===== src/hw/rtl/transfer_function_lerp_lookup_macros.svh =====
// Assertion macros shared by the transfer function lookup RTL.
// Depends on nothing; files that assert include it by its bare name.
`ifndef TRANSFER_FUNCTION_LERP_LOOKUP_MACROS_SVH
`define TRANSFER_FUNCTION_LERP_LOOKUP_MACROS_SVH
`ifndef SYNTHESIS
// Same-cycle implication, disabled while reset is high.
`define TFL_ASSERT_IMP(label, clk, rst, ante, cons, msg) \
   label: assert property (@(posedge clk) disable iff (rst) (ante) |-> (cons)) \
      else $error(msg);
// Next-cycle implication, disabled while reset is high.
`define TFL_ASSERT_NEXT(label, clk, rst, ante, cons, msg) \
   label: assert property (@(posedge clk) disable iff (rst) (ante) |=> (cons)) \
      else $error(msg);
`else
`define TFL_ASSERT_IMP(label, clk, rst, ante, cons, msg)
`define TFL_ASSERT_NEXT(label, clk, rst, ante, cons, msg)
`endif
`endif


===== src/hw/rtl/tflerp_fifo.sv =====
// Small register queue between the front and the back part.
// Depends on the assertion macro header.
`include "transfer_function_lerp_lookup_macros.svh"
module tflerp_fifo #(
   parameter int WIDTH = 8,
   parameter int DEPTH = 4
) (
   input  logic                       clock,
   input  logic                       reset,
   input  logic                       push,
   input  logic [WIDTH-1:0]           push_data,
   input  logic                       pop,
   output logic [WIDTH-1:0]           pop_data,
   output logic                       not_empty,
   output logic [$clog2(DEPTH+1)-1:0] count
);
   localparam int PW = (DEPTH > 1) ? $clog2(DEPTH) : 1;
   localparam int CW = $clog2(DEPTH + 1);

   logic [WIDTH-1:0] slot_ff [DEPTH];
   logic [PW-1:0]    wr_ptr_ff, wr_ptr_in;
   logic [PW-1:0]    rd_ptr_ff, rd_ptr_in;
   logic [CW-1:0]    count_ff, count_in;

   always_comb begin
      wr_ptr_in = wr_ptr_ff;
      rd_ptr_in = rd_ptr_ff;
      count_in  = count_ff;
      if (push) begin
         wr_ptr_in = (wr_ptr_ff == PW'(DEPTH - 1)) ? '0 : wr_ptr_ff + PW'(1);
      end
      if (pop) begin
         rd_ptr_in = (rd_ptr_ff == PW'(DEPTH - 1)) ? '0 : rd_ptr_ff + PW'(1);
      end
      if (push && !pop) begin
         count_in = count_ff + CW'(1);
      end else if (pop && !push) begin
         count_in = count_ff - CW'(1);
      end
   end

   always_ff @(posedge clock) begin
      if (reset) begin
         wr_ptr_ff <= '0;
         rd_ptr_ff <= '0;
         count_ff  <= '0;
      end else begin
         wr_ptr_ff <= wr_ptr_in;
         rd_ptr_ff <= rd_ptr_in;
         count_ff  <= count_in;
      end
   end

   always_ff @(posedge clock) begin
      if (push) begin
         slot_ff[wr_ptr_ff] <= push_data;
      end
   end

   assign pop_data  = slot_ff[rd_ptr_ff];
   assign not_empty = (count_ff != '0);
   assign count     = count_ff;

   `TFL_ASSERT_IMP(a_count_bound, clock, reset, 1'b1, count_ff <= CW'(DEPTH), "queue count beyond depth")
   `TFL_ASSERT_IMP(a_no_overflow, clock, reset, push, count_ff != CW'(DEPTH), "push into full queue")
   `TFL_ASSERT_NEXT(a_push_lands, clock, reset, push && !pop, count_ff != '0, "pushed beat lost")
endmodule


===== config.mk =====
export PLATFORM = sky130hd
export DESIGN_NAME = tflerp_fifo
export DESIGN_NICKNAME = d
export VERILOG_FILES = /design/src/hw/rtl/tflerp_fifo.sv
export VERILOG_INCLUDE_DIRS = /design/src /design/src/hw/rtl
export SDC_FILE = /design/constraint.sdc
export NUM_CORES = 1
export LEC_CHECK = 0
export BUFFER_PORTS_ARGS = -buffer_cell sky130_fd_sc_hd__buf_2
export CAP_MARGIN = 20
export CELL_PAD_IN_SITES_DETAIL_PLACEMENT = 0
export CELL_PAD_IN_SITES_GLOBAL_PLACEMENT = 2
export CORE_UTILIZATION = 40
export DETAILED_ROUTE_END_ITERATION = 7
export GPL_TIMING_DRIVEN = 0
export PLACE_DENSITY = 0.73
export SYNTH_ARGS = -nofsm -noshare
export SYNTH_HDL_FRONTEND = slang
export SYNTH_SLANG_ARGS = --single-unit

===== constraint.sdc =====
create_clock -name clock -period 2.4 [get_ports clock]
set_clock_uncertainty 0.15 [all_clocks]
set_input_delay 0.48 -clock clock [delete_from_list [all_inputs] [get_ports clock]]
set_output_delay 0.48 -clock clock [all_outputs]
set_load 0.1 [all_outputs]

# [Yosys cells after proc, flatten, opt, wreduce, memory -nomap -nowiden]
# Memories as Yosys holds them, arrays and structs flattened. A register that Yosys moved wholly into a read port is not among the register bits.
# Index checks and enable logic that the tools add are counted.
[op_classes] add_sub_neg=4 mux=8 n_eq_ne=2 reduce_logical=6
[ops] cell="two-way mux 2 bit" count=4
[ops] cell="two-way mux 3 bit" count=2
[ops] cell="adder 2 x 1 -> 2 bit, second input constant" count=2
[ops] cell="== test 2 bit, second input constant" count=2
[ops] cell="adder 3 x 1 -> 3 bit, second input constant" count=1
[ops] cell="nonzero test 3 bit" count=1
[ops] cell="subtractor 3 x 1 -> 3 bit, second input constant" count=1
[ops] cell="logical AND 1 bit" count=2
[ops] cell="logical NOT 1 bit" count=2
[ops] cell="two-way mux 1 bit" count=2
[ops] cell="nonzero test 2 bit" count=1
[totals] in_bits=12 ramBits=32 memories=1 register_bits=7
[mem_list] name="slot_ff" words=4 word_bits=8 rd=1 rd_ports_with_merged_regs=1 write_ports=1 line="tflerp_fifo.sv:20" rtl="logic [WIDTH-1:0] slot_ff [DEPTH];"

# [Depth between registers and ports, before layout]
# Gate-level depths: netlist of run 1.
[depth] ltp_word=4 ltp_mapped=7

# [Least setup slack after synthesis of run 1]
# OpenSTA, ideal clock, no wires.
[synth_timing] kind="register to output" from="register count_ff[0] (netlist: count[0])" to="output port not_empty" setup_slack_ps=-45 n_path_buf=0 t_arrival_ps=1815 stages_incl_launch_ff=2 cell_sequence="dfxtp_1 -> or3_1"
[synth_between] elab_chain_cells=1
[synth_rtl] element="start, declared" line="tflerp_fifo.sv:23" rtl="logic [CW-1:0] count_ff, count_in;"
[synth_rtl] element="start signal, assigned" line="tflerp_fifo.sv:50" rtl="count_ff <= count_in;"
[synth_rtl] element="nonzero test 3 bit" line="tflerp_fifo.sv:61" rtl="assign not_empty = (count_ff != '0);"
[synth_rtl] element="end, declared" line="tflerp_fifo.sv:14" rtl="output logic not_empty,"
# No other way between the ends.

==> qor.yml, run 1 <==
drc: 0
cts_hold_buffers: 0
synth_top_area_share_pct: 60.4
cts-buffers-inserted: 5
nFillCells: 352
status: "completed"
die_y_um: 65.1
rsz0062_at_grt: "no"
vias_per_cell: 4.79
yosysTopAreaCell: "edfxtp_1"
ys_ff_latch: 41
num-nets-final: 134
worstPathArrival_ns: 1.60
drt_pass1_iterations: 2
setup_viol: 0
diodes: 0
synth_edf_count: 32
io_buffers: 23
max_freq_mhz: 448
synth_ff_type: "edfxtp_1"
fp.coreArea_um2: 3740
final_area_um2: 1880
cts_root_buffer: "clkbuf_8"
synth_commonest_cells: "32 x edfxtp_1, 9 x dfxtp_1, 8 x mux4_2, 7 x nor2_1, 6 x ha_1"
final_layout_size_suffix_gt1_share_pct: 36.2
yosysSeqAreaShare_pct: 71.7
grt_pass1_vias: 762
io_pins: 24
ys_warn_count: 0
worst_pin_slew_ns: 0.492
cts_tree: "built"
grt_pass1_wl_um: 3870
rrSetupSlack_ns: 0.78
ir_worst_vdd_uv: 364
syn_to_final_growth_pct: 18.3
initialDrtViolationCount: 29
routedWlPerCell_um: 15.0
slew_viol_final: 0
ctsLongestPathBuffers: 2
post_cts_buffers: 0
ant_nets: 0
cts.sinks: 41
via_count: 785
gp_congestion: 0.651
worstPathRequired_ns: 1.77
p_per_area_nw_per_um2: 941
clk_pin_slew_ns: 0.07
finalPower_mw: 1.77
cts_resized: 0
routed_wl_um: 2460
num_rows: 22
postSynth.asyncResetShare_pct: 0
dp.final_hpwl_um: 1670
synthDistinctLibCells: 16
synth_nets: 104
period_needed_ns: 2.23
die_w_um: 65.1
slew_headroom_pct: 67.2
power.switching_mw: 0.567
power.leakage_nw: 0.709
synthCells: 85
path_max_fanout: 8
crit_type: "reg -> out"
dpl_cell_area_um2: 1770
avgSynthCellArea_um2: 18.7
ys_top_cells_by_area: "edfxtp_1 60%, dfxtp_1 11%, mux4_2 11%"
seqPwrFrac_pct: 46.7
cp-end-kind: "output pin"
start_kind: "register"
antenna_found_initial: 0
postLayoutCoreUtil_pct: 50.3
p_int_mw: 1.20
synth.most_common_cell: "edfxtp_1"
hold_viol: 0
cts_max_level: 2
tns_ns: 0
dieArea_um2: 4230
finalCritPeriodShare_pct: 93.0
hold_class: "in -> reg"
clockPowerShare_pct: 30.7
swShare_pct: 32.0
initial_core_util_pct: 42.5
pwr-share-comb_pct: 22.6
gr-total-overflow: 0
synth_area_um2: 1590
grt_usage_pct: 13.6
clock_latency_ns: 0.29
grt_max_degree: 15
max_cap_violations: 0
## placed cells by master (no fill, tap or decap), types with 2 or more instances in the layout
cell	count
mux2i_1	4
nor2_1	7
dfxtp_1	9
edfxtp_1	32
clkbuf_8	5
ha_1	6
xor2_1	2
and2_1	4
mux4_2	8
a21oi_1	2
inv_1	4
buf_2	23
## power by group through the flow
stage	clock network [mW]	logic (mW)	registers [mW]
3_3_place_gp	0	0.399	0.842
3_5_place_dp	0	0.403	0.844
6_report	0.544	0.400	0.828
4_1_cts	0.562	0.404	0.828
5_1_grt	0.590	0.420	0.834
2_1_floorplan	0	0.274	0.905
## registers in the layout, indices dropped and copies added, names as in the netlist, named ones only
name and cells:
slot_ff 32, count 3, rd_ptr_ff 2, wr_ptr_ff 2
## stage by stage
step | cells | hold slack [ns] | worst slack, ns
2_1_floorplan | 85 | 0.342 | 0.184
3_3_place_gp | 156 | 0.337 | 0.307
3_5_place_dp | 156 | 0.348 | 0.287
4_1_cts | 164 | 0.239 | 0.137
5_1_grt | 164 | 0.237 | 0.103
6_report | 164 | 0.248 | 0.167
## area by class of cell
type / count / area [µm²] / area share [%]
Multi-Input combinational cell: 38 / 420 / 22.3
Sequential cell: 41 / 1140 / 60.6
Inverter: 4 / 15.0 / 0.797
Buffer: 2 / 16.3 / 0.864
Timing Repair Buffer: 23 / 115 / 6.11
Clock inverter: 3 / 46.3 / 2.46
Tap cell: 48 / 60.1 / 3.19
Clock buffer: 5 / 68.8 / 3.65
## cell families (layout without fill, tap and decap cells)
group	Yosys count	count (layout)	synth area share, %
adders and majority gates	7	7	5.97
buffers and inverters	6	37	1.96
muxes	12	12	13.8
and+or+nand+nor	14	14	4.48
DFF	41	41	71.7
xor gates and xnor gates	2	2	1.10
AOI/OAI and AO/OA	3	3	0.943
## path summary, 6_finish.rpt
| check | startpoint | cells after the start | end |
|---|---|---|---|
| max reg2reg | count[0] | 4 | count[2] |
| max | register | 3 | pop_data[2] |
| min | push_data[2] | 1 | slot_ff[3][2] |
| min reg2reg | count[2] | 2 | count[2] |
## worst max-delay path: stages, from the launching register on
cell,delay [ns]
dfxtp_1,0.33
buf_6,0.16
mux4_2,0.52
buf_2,0.31
## metal layers
| metal | vias to the layer above | part of all wire, % | GRT usage, % |
|---|---|---|---|
| met5 | - | 0 | 0 |
| met4 | 0 | 1.2 | 6.52 |
| met3 | 4 | 5.2 | 5.63 |
| met2 | 18 | 52 | 21.7 |
| met1 | 385 | 41 | 15.9 |
| li1 | 378 | - | - |
No activity file was read; power rests on OpenSTA's default activity.
==> run 2, diff against run 1 <==
--- a/config.mk
+++ b/config.mk
@@ -6,14 +6,15 @@
 export SDC_FILE = /design/constraint.sdc
 export NUM_CORES = 1
 export LEC_CHECK = 0
+export ABC_AREA = 1
 export BUFFER_PORTS_ARGS = -buffer_cell sky130_fd_sc_hd__buf_2
 export CAP_MARGIN = 20
 export CELL_PAD_IN_SITES_DETAIL_PLACEMENT = 0
 export CELL_PAD_IN_SITES_GLOBAL_PLACEMENT = 2
-export CORE_UTILIZATION = 40
+export CORE_UTILIZATION = 37
 export DETAILED_ROUTE_END_ITERATION = 7
 export GPL_TIMING_DRIVEN = 0
-export PLACE_DENSITY = 0.73
+export PLACE_DENSITY = 0.74
 export SYNTH_ARGS = -nofsm -noshare
 export SYNTH_HDL_FRONTEND = slang
 export SYNTH_SLANG_ARGS = --single-unit
==> qor.yml, run 2 <==
tns_ns: 0
hold_class: "in -> reg"
drt_pass1_iterations: 4
grt_max_degree: 13
num_rows: 23
dieArea_um2: 4730
io_pins: 24
clock_latency_ns: 0.28
met3_usage_pct: 5.10
die_y_um: 68.8
nFillCells: 407
via_count: 1053
hold_viol: 0
slew_headroom_pct: 67.9
critPathMaxStageDelay_ns: 0.44
ys_top_cells_by_area: "edfxtp_1 58%, dfxtp_1 11%, nor2_1 5.2%"
max_cap_violations: 0
yosysSeqAreaShare_pct: 69.2
cts_resized: 0
ant_nets: 0
path_max_fanout: 9
routed_wl_um: 3120
syn_to_final_growth_pct: 20.4
num-nets-final: 184
finalCritPeriodShare_pct: 96.0
synth_commonest_cells: "32 x edfxtp_1, 23 x nor2_1, 15 x inv_1, 15 x o21ai_0"
grt_pass1_wl_um: 4970
crit_type: "reg -> out"
final_cell_mix: "32 x edfxtp_1, 23 x nor2_1, 16 x buf_2"
cts_tree: "built"
antenna_found_initial: 0
rsz0062_at_grt: "no"
io_buffers: 23
synthCells: 135
diodes: 0
slew_viol_final: 0
yosysTopAreaCell: "edfxtp_1"
postSynth.asyncResetShare_pct: 0
final_common_cell: "edfxtp_1"
postLayoutCoreUtil_pct: 47.9
synth_area_um2: 1650
largest_reg_flops: 32
setup_viol: 0
regMostFlops: "slot_ff"
clk_pin_slew_ns: 0.07
grt.busiest_layer: "met2"
fp.coreArea_um2: 4140
initialDrtViolationCount: 72
vias_per_cell: 4.88
grt_usage_pct: 15.6
period_needed_ns: 2.30
power.leakage_nw: 0.807
gp_congestion: 0.677
synth_edf_count: 32
rrSetupSlack_ns: 0.96
synth.most_common_cell: "edfxtp_1"
ir_worst_vdd_uv: 374
die_w_um: 68.8
met1_usage_pct: 17.8
worstPathRequired_ns: 1.77
gr-total-overflow: 0
final_layout_size_suffix_gt1_share_pct: 27.1
synthDistinctLibCells: 19
cts_root_buffer: "clkbuf_8"
status: "completed"
max_freq_mhz: 434
start_kind: "register"
p_per_area_nw_per_um2: 867
worst_pin_slew_ns: 0.485
grt_pass1_vias: 1030
cts_hold_buffers: 0
use_met2_pct: 26.6
synth_ff_type: "edfxtp_1"
drc: 0
cts_max_level: 2
worstPathArrival_ns: 1.67
multi_input_area_um2: 475
synth_nets: 154
post_cts_buffers: 0
routedWlPerCell_um: 14.4
synth_top_area_share_pct: 58.3
seqCellArea_um2: 1140
cp-end-kind: "output pin"
cp_slowest_cell: "buf_2"
cts-buffers-inserted: 5
crit_chain: "inv_1, o21ai_0, o22ai_2, buf_2"
dp.final_hpwl_um: 2170
ctsLongestPathBuffers: 2
ys_warn_count: 0
initial_core_util_pct: 39.8
ys_ff_latch: 41
cts.sinks: 41
avgSynthCellArea_um2: 12.2
[run 2: changes by cell type in the layout (fill, tap and decap cells not counted), moves of 4 or more]
cell and delta:
nor2_1 +16, buf_2 -7, o22ai_2 +8, mux2i_1 -4
nand2_1 +9, mux4_2 -8, inv_1 +11, and2_1 -4
clkbuf_4 +7, o21ai_0 +14
[run 2: critical path: cells and delay by family, from the launching register on]
family,cells,cell delay (ns)
buffers and inverters,2,0.70
flip-flops,1,0.40
AO/OA/AOI/OAI,2,0.29
[run 2: power breakdown]
group / switching (mW) / total (mW) / internal, mW
Combinational: 0.344 / 0.434 / 0.0905
Clock: 0.221 / 0.456 / 0.234
Sequential: 0.0251 / 0.831 / 0.806
[run 2: cells by family after synthesis]
kind of cell             share of synthesized area, %
flip-flops                                       69.2
AND/OR/NAND/NOR                                  9.33
AO/OA/AOI/OAI                                    10.2
buffers and inverters                            5.01
adder cells (fa/ha/maj)                          5.77
XOR/XNOR                                        0.531
[run 2: worst paths after layout]
kind                                   start            end  depth (start not counted)
worst min-delay path                   reset       count[0]                          2
worst min register to register      count[1]       count[1]                          2
worst max-delay path                register    pop_data[1]                          4
worst max register to register  wr_ptr_ff[0]  slot_ff[3][7]                          3
[run 2: routing by layer]
layer,wire length (µm),vias up
met3,146,6
met5,0,-
met1,1310,495
met2,1600,24
met4,59,0
li1,-,528
[run 2: area by class of cell]
cell class,instances,area share [%]
multi-input combinational,76,23.9
tap,50,3.15
clock buffer,8,4.54
inverter,16,3.02
buffer,2,1.13
sequential,41,57.5
timing repair buffer,23,6.68
[run 2: metrics by stage]
step | worst slack (ns) | instance area [µm²] | total power, mW | std cells | hold slack [ns]
3_3_place_gp | 0.355 | 1880 | 1.27 | 208 | 0.353
6_report | 0.0968 | 1990 | 1.72 | 216 | 0.248
5_1_grt | 0.000636 | 1990 | 1.80 | 216 | 0.246
4_1_cts | 0.0204 | 1970 | 1.73 | 216 | 0.240
2_1_floorplan | 0.00498 | 1700 | 1.20 | 135 | 0.340
3_5_place_dp | 0.341 | 1880 | 1.28 | 208 | 0.367
