===== src/hw/rtl/transfer_function_lerp_lookup_macros.svh =====
// Assertion macros shared by the transfer function lookup RTL.
// Depends on nothing; files that assert include it by its bare name.
`ifndef TRANSFER_FUNCTION_LERP_LOOKUP_MACROS_SVH
`define TRANSFER_FUNCTION_LERP_LOOKUP_MACROS_SVH
`ifndef SYNTHESIS
// Same-cycle implication, disabled while reset is high.
`define TFL_ASSERT_IMP(label, clk, rst, ante, cons, msg) \
   label: assert property (@(posedge clk) disable iff (rst) (ante) |-> (cons)) \
      else $error(msg);
// Next-cycle implication, disabled while reset is high.
`define TFL_ASSERT_NEXT(label, clk, rst, ante, cons, msg) \
   label: assert property (@(posedge clk) disable iff (rst) (ante) |=> (cons)) \
      else $error(msg);
`else
`define TFL_ASSERT_IMP(label, clk, rst, ante, cons, msg)
`define TFL_ASSERT_NEXT(label, clk, rst, ante, cons, msg)
`endif
`endif


===== src/hw/rtl/tflerp_pkg.sv =====
// Shared types and constants of the transfer function lookup.
// Depends on nothing; the front, back and top level import it.
package tflerp_pkg;

   // Depth of the queue between the front and the back part.
   localparam int QDEPTH = 4;
   localparam int QCW    = $clog2(QDEPTH + 1);

   // Configuration register indexes.
   localparam int CSR_INDEX_W = 3;
   typedef enum logic [CSR_INDEX_W-1:0] {
      CSR_RANGE_LOWER = 3'd0,
      CSR_RANGE_UPPER = 3'd1,
      CSR_INDEX_SCALE = 3'd2,
      CSR_ENTRY_COUNT = 3'd3
   } csr_index_type;

   // Reset values of the configuration registers.
   localparam logic [31:0] RANGE_LOWER_RESET = 32'h0000_0000;
   localparam logic [31:0] RANGE_UPPER_RESET = 32'h0001_0000;
   localparam logic [31:0] INDEX_SCALE_RESET = 32'h0000_0000;
   localparam logic [8:0]  ENTRY_COUNT_RESET = 9'd0;

   // 1.0 in the 16-bit fraction format, and half an output step for rounding.
   localparam logic [16:0] FRAC_ONE   = 17'h1_0000;
   localparam logic [32:0] ROUND_HALF = 33'h0_0000_8000;

   // One table entry; red sits in the low bits.
   typedef struct packed {
      logic [15:0] alpha;
      logic [15:0] blue;
      logic [15:0] green;
      logic [15:0] red;
   } color_type;

   typedef struct packed {
      logic signed [31:0] range_lower;
      logic signed [31:0] range_upper;
      logic [31:0]        index_scale;
      logic [8:0]         entry_count;
   } cfg_type;

   // Work handed from the front to the back part, apart from the table indexes.
   typedef struct packed {
      logic        is_write;
      logic        zero;
      logic [15:0] frac;
      logic [7:0]  slot;
      color_type   color;
   } task_type;

endpackage


===== src/hw/rtl/tflerp_if.sv =====
// Channel interfaces of the transfer function lookup: request and response.
// Depends on nothing.
interface tflerp_req_if;
   logic               valid;
   logic               ready;
   logic               req_type;
   logic signed [31:0] sample_value;
   logic               sample_is_nan;
   logic [7:0]         entry_index;
   logic [15:0]        entry_red;
   logic [15:0]        entry_green;
   logic [15:0]        entry_blue;
   logic [15:0]        entry_alpha;

   modport source (
      output valid, req_type, sample_value, sample_is_nan, entry_index,
             entry_red, entry_green, entry_blue, entry_alpha,
      input  ready
   );
   modport sink (
      input  valid, req_type, sample_value, sample_is_nan, entry_index,
             entry_red, entry_green, entry_blue, entry_alpha,
      output ready
   );
endinterface



===== src/hw/rtl/tflerp_front.sv =====
// Front part: accepts request beats, classifies samples and forms the table position.
// Depends on tflerp_pkg and the request interface.
module tflerp_front #(
   parameter int MAX_ENTRIES = 256
) (
   input  logic                                   clock,
   input  logic                                   reset,
   tflerp_req_if.sink                             req_ch,
   input  tflerp_pkg::cfg_type                    cfg,
   input  logic [tflerp_pkg::QCW-1:0]             queue_count,
   output logic                                   push,
   output tflerp_pkg::task_type                   push_task,
   output logic [$clog2(MAX_ENTRIES)-1:0]         push_idx,
   output logic [$clog2(MAX_ENTRIES)-1:0]         push_nxt
);
   import tflerp_pkg::*;

   localparam int IW = $clog2(MAX_ENTRIES);
   localparam int CW = $clog2(MAX_ENTRIES + 1);

   typedef enum logic [1:0] {
      SEL_FIRST  = 2'd0,
      SEL_LAST   = 2'd1,
      SEL_INTERP = 2'd2
   } sel_type;

   // Stage A: classified request.
   logic            a_v_ff, a_v_in;
   logic            a_write_ff, a_write_in;
   logic            a_zero_ff, a_zero_in;
   sel_type         a_sel_ff, a_sel_in;
   logic [31:0]     a_diff_ff, a_diff_in;
   logic [IW-1:0]   a_last_ff, a_last_in;
   logic [7:0]      a_slot_ff;
   color_type       a_color_ff;

   // Stage B: position product.
   logic            b_v_ff;
   logic            b_write_ff;
   logic            b_zero_ff;
   sel_type         b_sel_ff;
   logic [63:0]     b_pos_ff, b_pos_in;
   logic [IW-1:0]   b_last_ff;
   logic [7:0]      b_slot_ff;
   color_type       b_color_ff;

   logic [CW-1:0]   count_eff;
   logic [31:0]     sample_diff;
   logic [QCW:0]    in_flight;
   logic [IW-1:0]   idx, nxt;
   logic [15:0]     frac;

   // Items in flight anywhere ahead of the back part must all fit in the queue.
   assign in_flight = (QCW+1)'(queue_count) + (QCW+1)'(a_v_ff) + (QCW+1)'(b_v_ff);
   assign req_ch.ready = (in_flight < (QCW+1)'(QDEPTH));

   always_comb begin
      if (32'(cfg.entry_count) > 32'(MAX_ENTRIES)) begin
         count_eff = CW'(MAX_ENTRIES);
      end else begin
         count_eff = CW'(cfg.entry_count);
      end
      // Only used inside the range, where the difference is positive and
      // below 2^32, so the low 32 bits hold it exactly.
      sample_diff = req_ch.sample_value - cfg.range_lower;
      a_v_in     = req_ch.valid && req_ch.ready;
      a_write_in = req_ch.req_type;
      a_zero_in  = req_ch.sample_is_nan || (count_eff == '0);
      a_diff_in  = sample_diff;
      a_last_in  = IW'(count_eff - CW'(1));
      // The lower bound wins when the range is inverted.
      if (req_ch.sample_value <= cfg.range_lower) begin
         a_sel_in = SEL_FIRST;
      end else if (req_ch.sample_value >= cfg.range_upper) begin
         a_sel_in = SEL_LAST;
      end else begin
         a_sel_in = SEL_INTERP;
      end
   end

   assign b_pos_in = 64'(a_diff_ff) * 64'(cfg.index_scale);

   always_ff @(posedge clock) begin
      if (reset) begin
         a_v_ff <= 1'b0;
         b_v_ff <= 1'b0;
      end else begin
         a_v_ff <= a_v_in;
         b_v_ff <= a_v_ff;
      end
   end

   always_ff @(posedge clock) begin
      a_write_ff <= a_write_in;
      a_zero_ff  <= a_zero_in;
      a_sel_ff   <= a_sel_in;
      a_diff_ff  <= a_diff_in;
      a_last_ff  <= a_last_in;
      a_slot_ff  <= req_ch.entry_index;
      a_color_ff <= '{alpha: req_ch.entry_alpha, blue: req_ch.entry_blue,
                      green: req_ch.entry_green, red: req_ch.entry_red};
      b_write_ff <= a_write_ff;
      b_zero_ff  <= a_zero_ff;
      b_sel_ff   <= a_sel_ff;
      b_pos_ff   <= b_pos_in;
      b_last_ff  <= a_last_ff;
      b_slot_ff  <= a_slot_ff;
      b_color_ff <= a_color_ff;
   end

   // The integer part of the position saturates at the last entry in use.
   always_comb begin
      idx  = '0;
      nxt  = '0;
      frac = '0;
      case (b_sel_ff)
         SEL_LAST: begin
            idx = b_last_ff;
            nxt = b_last_ff;
         end
         SEL_INTERP: begin
            if (b_pos_ff[63:32] > 32'(b_last_ff)) begin
               idx = b_last_ff;
            end else begin
               idx = IW'(b_pos_ff[63:32]);
            end
            nxt  = (idx == b_last_ff) ? b_last_ff : idx + IW'(1);
            frac = b_pos_ff[31:16];
         end
         default: begin
            idx = '0;
            nxt = '0;
         end
      endcase
   end

   assign push               = b_v_ff;
   assign push_task.is_write = b_write_ff;
   assign push_task.zero     = b_zero_ff;
   assign push_task.frac     = frac;
   assign push_task.slot     = b_slot_ff;
   assign push_task.color    = b_color_ff;
   assign push_idx           = idx;
   assign push_nxt           = nxt;
endmodule


===== src/flat_wrapper.sv =====
// flat-port wrapper written by rule: the top's interface ports become plain ports
module tflerp_front_flat import tflerp_pkg::*;
#(
   parameter int MAX_ENTRIES = 256
)
  (clock, reset, cfg, queue_count, push, push_task, push_idx, push_nxt, req_ch_valid, req_ch_req_type, req_ch_sample_value, req_ch_sample_is_nan, req_ch_entry_index, req_ch_entry_red, req_ch_entry_green, req_ch_entry_blue, req_ch_entry_alpha, req_ch_ready);
  tflerp_req_if req_ch_i ();
  input  logic clock;
  input  logic reset;
  input  tflerp_pkg::cfg_type cfg;
  input  logic [tflerp_pkg::QCW-1:0] queue_count;
  output logic push;
  output tflerp_pkg::task_type push_task;
  output logic [$clog2(MAX_ENTRIES)-1:0] push_idx;
  output logic [$clog2(MAX_ENTRIES)-1:0] push_nxt;
  input wire logic [$bits(req_ch_i.valid)-1:0] req_ch_valid;
  input wire logic [$bits(req_ch_i.req_type)-1:0] req_ch_req_type;
  input wire logic [$bits(req_ch_i.sample_value)-1:0] req_ch_sample_value;
  input wire logic [$bits(req_ch_i.sample_is_nan)-1:0] req_ch_sample_is_nan;
  input wire logic [$bits(req_ch_i.entry_index)-1:0] req_ch_entry_index;
  input wire logic [$bits(req_ch_i.entry_red)-1:0] req_ch_entry_red;
  input wire logic [$bits(req_ch_i.entry_green)-1:0] req_ch_entry_green;
  input wire logic [$bits(req_ch_i.entry_blue)-1:0] req_ch_entry_blue;
  input wire logic [$bits(req_ch_i.entry_alpha)-1:0] req_ch_entry_alpha;
  output wire logic [$bits(req_ch_i.ready)-1:0] req_ch_ready;
  assign req_ch_i.valid = req_ch_valid;
  assign req_ch_i.req_type = req_ch_req_type;
  assign req_ch_i.sample_value = req_ch_sample_value;
  assign req_ch_i.sample_is_nan = req_ch_sample_is_nan;
  assign req_ch_i.entry_index = req_ch_entry_index;
  assign req_ch_i.entry_red = req_ch_entry_red;
  assign req_ch_i.entry_green = req_ch_entry_green;
  assign req_ch_i.entry_blue = req_ch_entry_blue;
  assign req_ch_i.entry_alpha = req_ch_entry_alpha;
  assign req_ch_ready = req_ch_i.ready;
  tflerp_front #(.MAX_ENTRIES(MAX_ENTRIES)) u_core (.clock(clock), .reset(reset), .req_ch(req_ch_i), .cfg(cfg), .queue_count(queue_count), .push(push), .push_task(push_task), .push_idx(push_idx), .push_nxt(push_nxt));
endmodule

===== config.mk =====
export PLATFORM = sky130hd
export DESIGN_NAME = tflerp_front_flat
export DESIGN_NICKNAME = d
export VERILOG_FILES = /design/src/hw/rtl/transfer_function_lerp_lookup_macros.svh /design/src/hw/rtl/tflerp_pkg.sv /design/src/hw/rtl/tflerp_if.sv /design/src/hw/rtl/tflerp_front.sv /design/src/flat_wrapper.sv
export SDC_FILE = /design/constraint.sdc
export NUM_CORES = 2
export LEC_CHECK = 0
export BUFFER_PORTS_ARGS = -buffer_cell sky130_fd_sc_hd__buf_2
export CAP_MARGIN = 20
export CELL_PAD_IN_SITES_DETAIL_PLACEMENT = 2
export CELL_PAD_IN_SITES_GLOBAL_PLACEMENT = 2
export CORE_MARGIN = 4
export CORE_UTILIZATION = 30
export DETAILED_ROUTE_END_ITERATION = 12
export PLACE_DENSITY_LB_ADDON = 0.1
export SLEW_MARGIN = 20
export SYNTH_ARGS = -nofsm -noshare
export SYNTH_HDL_FRONTEND = slang
export SYNTH_SLANG_ARGS = --single-unit

===== constraint.sdc =====
create_clock -name clock -period 10.44 [get_ports clock]
set_clock_uncertainty 0.15 [all_clocks]
set_input_delay 1.044 -clock clock [delete_from_list [all_inputs] [get_ports clock]]
set_output_delay 1.044 -clock clock [all_outputs]
set_load 0.03 [all_outputs]

# Word level (Yosys, flattened, before mapping)
# Cells that the tools add are included.
[classes]
addsub = 5
mul = 1
n_div = 0
magnitude_cmp = 5
eq_ne = 3
shifts = 0
mux = 8
bitwise = 0
reduce_logical = 3
[op_table]
columns = ["cell", "n"]
rows = [
  ["multiplier 32 x 32 -> 64 bit", 1],
  ["greater-or-equal comparator 32 bit", 1],
  ["greater-than comparator 32 x 8 -> 1 bit", 1],
  ["<= comparator 32 bit", 1],
  ["one-hot mux 8 bit (2 select lines)", 2],
  ["subtractor 32 bit", 1],
  ["2-to-1 mux 8 bit", 3],
  ["2-to-1 mux 16 bit", 1],
  ["greater-than comparator 9 bit, second input constant", 1],
  ["logical NOT 9 bit", 1],
  ["2-to-1 mux 9 bit", 1],
  ["adder 8 x 1 -> 8 bit, second input constant", 1],
  ["== test 8 bit", 1],
  ["subtractor 8 x 1 -> 8 bit, second input constant", 1],
  ["adder 3 x 1 -> 4 bit", 1],
  ["adder 4 x 1 -> 4 bit", 1],
  ["< comparator 4 x 3 -> 1 bit, second input constant", 1],
  ["== test 2 x 1 -> 1 bit, second input constant", 1],
  ["== test 2 bit, second input constant", 1],
  ["2-to-1 mux 2 bit", 1],
  ["logical AND 1 bit", 1],
  ["logical OR 1 bit", 1],
]
[word_totals]
ff_bits = 266
latchBits = 0
ram_bits = 0
mem_bits_ro = 0
in_bits = 217
output_inout_bits = 108
word_cells = 47
mem_count = 0

# Longest topological paths before layout
[logic_depth]
ltp_word = 6
mapped_depth = 28
mapped_depth_nobuf = 27

# Worst setup path after synthesis
# Ideal clock, no wire load.
[synth_timing]
kind = "input port to flip-flop"
from = "input port cfg[17] in the netlist's numbering"
to = "register u_core.b_pos_ff[63]"
setup_time_ns = 0.121
t_arrival_ns = 7.587
required_ns = 10.169
setup_slack_ns = 2.582
stages = 26
n_path_buf = 2
cell_sequence = "clkbuf_1 > and2_1 > fa_1 > fa_1 > inv_1 > fa_1 > fa_1 > inv_1 > fa_1 > fa_1 > fa_1 > inv_1 > fa_1 > inv_1 > ha_1 > buf_2 > a21o_1 > o21bai_1 > a211oi_1 > o21ai_1 > a21oi_1 > o21ai_1 > nor3_2 > nor3_1 > or3_1 > xnor2_1"
[synth_between]
elab_chain_len = 1
[synth_lines]
columns = ["element", "line_no", "text"]
rows = [
  ["start: declaration", "flat_wrapper.sv:10", "input tflerp_pkg::cfg_type cfg;"],
  ["multiplier 32 x 32 -> 64 bit", "tflerp_front.sv:81", "assign b_pos_in = 64'(a_diff_ff) * 64'(cfg.index_scale);"],
  ["via u_core.b_pos_in[63]", "tflerp_front.sv:42", "logic [63:0] b_pos_ff, b_pos_in;"],
  ["end signal: assignment", "tflerp_front.sv:105", "b_pos_ff <= b_pos_in;"],
  ["end: declaration", "tflerp_front.sv:42", ""],
]
# The timed path passes the listed nets, and every way through them passes these cells.
# A chain may end at the register's enable or synchronous reset.

# Worst setup path after layout
[layout_timing]
from = "register u_core.a_diff_ff[7]"
to = "register u_core.b_pos_ff[58]"
[layout_between]
elab_chain_len = 1
[layout_lines]
columns = ["element", "line_no", "text"]
rows = [
  ["start: declaration", "tflerp_front.sv:32", "logic [31:0] a_diff_ff, a_diff_in;"],
  ["start signal: assignment", "tflerp_front.sv:97", "a_diff_ff <= a_diff_in;"],
  ["multiplier 32 x 32 -> 64 bit", "tflerp_front.sv:81", ""],
  ["via u_core.b_pos_in[58]", "tflerp_front.sv:42", ""],
]
# The timed path passes the listed nets, and every way through them passes these cells.

==> qor.yml <==
status: "complete, no violations"
syn_area_per_cell_um2: 9.43
synth-seq-cells: 250
cts_tree: "yes"
async_flop_share_pct: 0
coreArea_um2: 136000
path_clk_slew_ns: 0.06
reg2reg_setup_slack_ns: 0.99
syn-num-nets: 5816
cts-buffers-inserted: 35
fin_nets: 6033
cts_setup_buffers: 0
final_common_cell: "inv_1"
crit_end: "u_core.b_pos_ff[58]"
hpwlAfterDp_mm: 116
dr.pass1.iters: 5
routabilityCongestion: 0.789
rsz0062_at_grt: "false"
grt_usage_pct: 20.1
crit_path_end_kind: "register"
grt_start_max_net_pins: 33
worst-setup-path-type: "reg -> reg"
drc_errors: 0
critPathLaunchType: "register"
std_cell_rows: 135
finalSetupTns_ns: 0
clock_latency_ns: 0.59
cts.sinks: 250
grt_overflow_total: 0
drv_cap: 0
grt_antenna_before_repair: 16
die_h_um: 378
die_area_um2: 143000
ys_seq_area_share_pct: 12.2
cts_buffer_depth: 3
yosysUniqueCellTypes: 68
io_pins: 325
startpoint: "u_core.a_diff_ff[7]"
setup_violations: 0
worstMarginPinSlew_ns: 1.11
required_ns: 10.75
fmaxAchievable_mhz: 106
r2r-end: "u_core.b_pos_ff[58]"
r2r-start: "u_core.a_diff_ff[7]"
critical_path.max_fanout: 19
root_buffer: "clkbuf_16"
grt_pass1_wl_mm: 216
synthFlopType: "dfxtp_1"
grt_pass1_vias: 34827
h-tree-depth: 2
fin_crit_sh_pct: 90.5
area_growth_pct: 11.6
drt_wl_total_mm: 140
final_cell_mix: "inv_1 (993), fa_1 (896), and2_1 (596)"
initial_utilization_pct: 30.3
syn_area_um2: 41200
yosysWarnings: 0
worstHoldPathType: "reg -> reg"
rr_worst_depth: 22
slew_violations: 0
hold_viol_final: 0
drive_gt1_share_pct: 10.3
syn_inst: 4365
fin_crit_ns: 9.45
cts_hold_buf: 0
drt_iter0_drc: 968
max_slew_margin_pct: 25.9
vias: 29378
drtAntennaViolNets: 0
cts_resized: 0
synth-edff-count: 0
vias_per_cell: 4.59
wl_per_cell_um: 21.9
arrival_ns: 9.76
die_x_um: 378
port_buffers: 324
[final cells by class]
cell class / count / area (µm²)
clock buffers: 45 / 965
repair buffers: 391 / 2150
well taps: 1781 / 2230
inverters: 993 / 3730
diodes: 8 / 20.0
flip-flops and latches: 250 / 5010
clock inverters: 18 / 219
fillers: 15218 / 89900
multi-input cells: 2911 / 31600
[per-layer routing]
layer,vias up,GRT usage [%],part of all wire [%]
met4,0,4.72,2.4
met1,15600,26.0,43
met2,369,36.1,51
met3,135,2.05,3.0
li1,13274,-,-
met5,-,0,0
[cell families (layout without fill, tap and decap cells)]
group / after synthesis / after routing / share of synthesized area [%]
DFF: 250 / 250 / 12.2
AOI/OAI and AO/OA: 281 / 281 / 4.52
and+or+nand+nor: 1293 / 1293 / 16.2
xor gates and xnor gates: 95 / 95 / 2.02
muxes: 8 / 8 / 0.201
adders and majority gates: 1234 / 1234 / 53.9
other: 0 / 8 / 0
buffers and inverters: 1204 / 1447 / 11.0
[registers in the layout, summed over array words and instances (netlist names)]
name / flops
u_core.a_v_ff: 1
u_core.a_write_ff: 1
u_core.a_color_ff: 64
u_core.push_task: 64
u_core.b_write_ff: 1
u_core.a_diff_ff: 32
u_core.a_last_ff: 8
u_core.b_zero_ff: 1
u_core.b_last_ff: 8
u_core.push: 1
u_core.a_slot_ff: 8
u_core.a_zero_ff: 1
u_core.b_pos_ff: 48
u_core.b_sel_ff: 2
u_core.a_sel_ff: 2
u_core.b_slot_ff: 8
[metrics by stage]
| stage | cells | util, % | hold WS, ns | area, µm² | setup slack (ns) |
|---|---|---|---|---|---|
| 2_1_floorplan | 4365 | - | 0.160 | 41200 | 2.58 |
| 3_3_place_gp | 6326 | 32.9 | 0.160 | 44700 | 0.0529 |
| 3_5_place_dp | 6326 | 32.9 | 0.163 | 44700 | 0.314 |
| 4_1_cts | 6389 | 33.8 | 0.173 | 45900 | 0.774 |
| 5_1_grt | 6389 | 33.8 | 0.179 | 45900 | 0.372 |
| 6_report | 6397 | 33.8 | 0.172 | 45900 | 0.989 |
[worst max-delay path, stage by stage, from the launching register on]
cell	delay, ns
dfxtp_1	1.02
buf_4	0.38
nand2_1	0.12
fa_1	0.61
fa_1	0.44
fa_1	0.50
fa_1	0.63
fa_1	0.47
fa_1	0.52
fa_1	0.44
fa_1	0.49
inv_1	0.04
ha_1	0.35
nand4_1	0.23
nor3_2	0.42
nand2_1	0.12
o22ai_2	0.61
o211ai_1	0.25
a21oi_1	0.57
a31oi_1	0.27
o21bai_2	0.25
nand4_1	0.11
a221oi_1	0.29
[synth_stat cells, types with 13 or more instances]
library cell | n | area share (%)
a21o_1 | 53 | 0.97
a21oi_1 | 91 | 1.1
and2_1 | 596 | 9.1
clkbuf_1 | 205 | 1.9
dfxtp_1 | 250 | 12
fa_1 | 896 | 44
ha_1 | 338 | 10
inv_1 | 993 | 9.1
nand2_1 | 506 | 4.6
nand2b_1 | 13 | 0.20
nand3_1 | 21 | 0.26
nand4_1 | 25 | 0.38
nor2_1 | 58 | 0.53
nor3_1 | 16 | 0.19
nor4_1 | 16 | 0.24
o21ai_0 | 29 | 0.35
o21bai_1 | 18 | 0.33
xnor2_1 | 62 | 1.3
xor2_1 | 33 | 0.70
[worst min-delay path by stage]
| stage | from | to | slack (ns) | cells past startpoint |
|---|---|---|---|---|
| 2_1_floorplan | u_core.a_last_ff[0] | u_core.b_last_ff[0] | 0.16 | 0 |
| 6_report | u_core.a_color_ff[32] | u_core.push_task[32] | 0.17 | 0 |
| 3_5_place_dp | u_core.a_color_ff[5] | u_core.push_task[5] | 0.16 | 0 |
| 3_3_place_gp | u_core.a_color_ff[53] | u_core.push_task[53] | 0.16 | 0 |
| 5_1_grt | u_core.a_last_ff[1] | u_core.b_last_ff[1] | 0.18 | 0 |
| 4_1_cts | u_core.a_last_ff[1] | u_core.b_last_ff[1] | 0.17 | 0 |
Power is left out: the tool's default activity adds up to more than one toggle a clock period on the data nets, which glitch-free logic cannot reach.
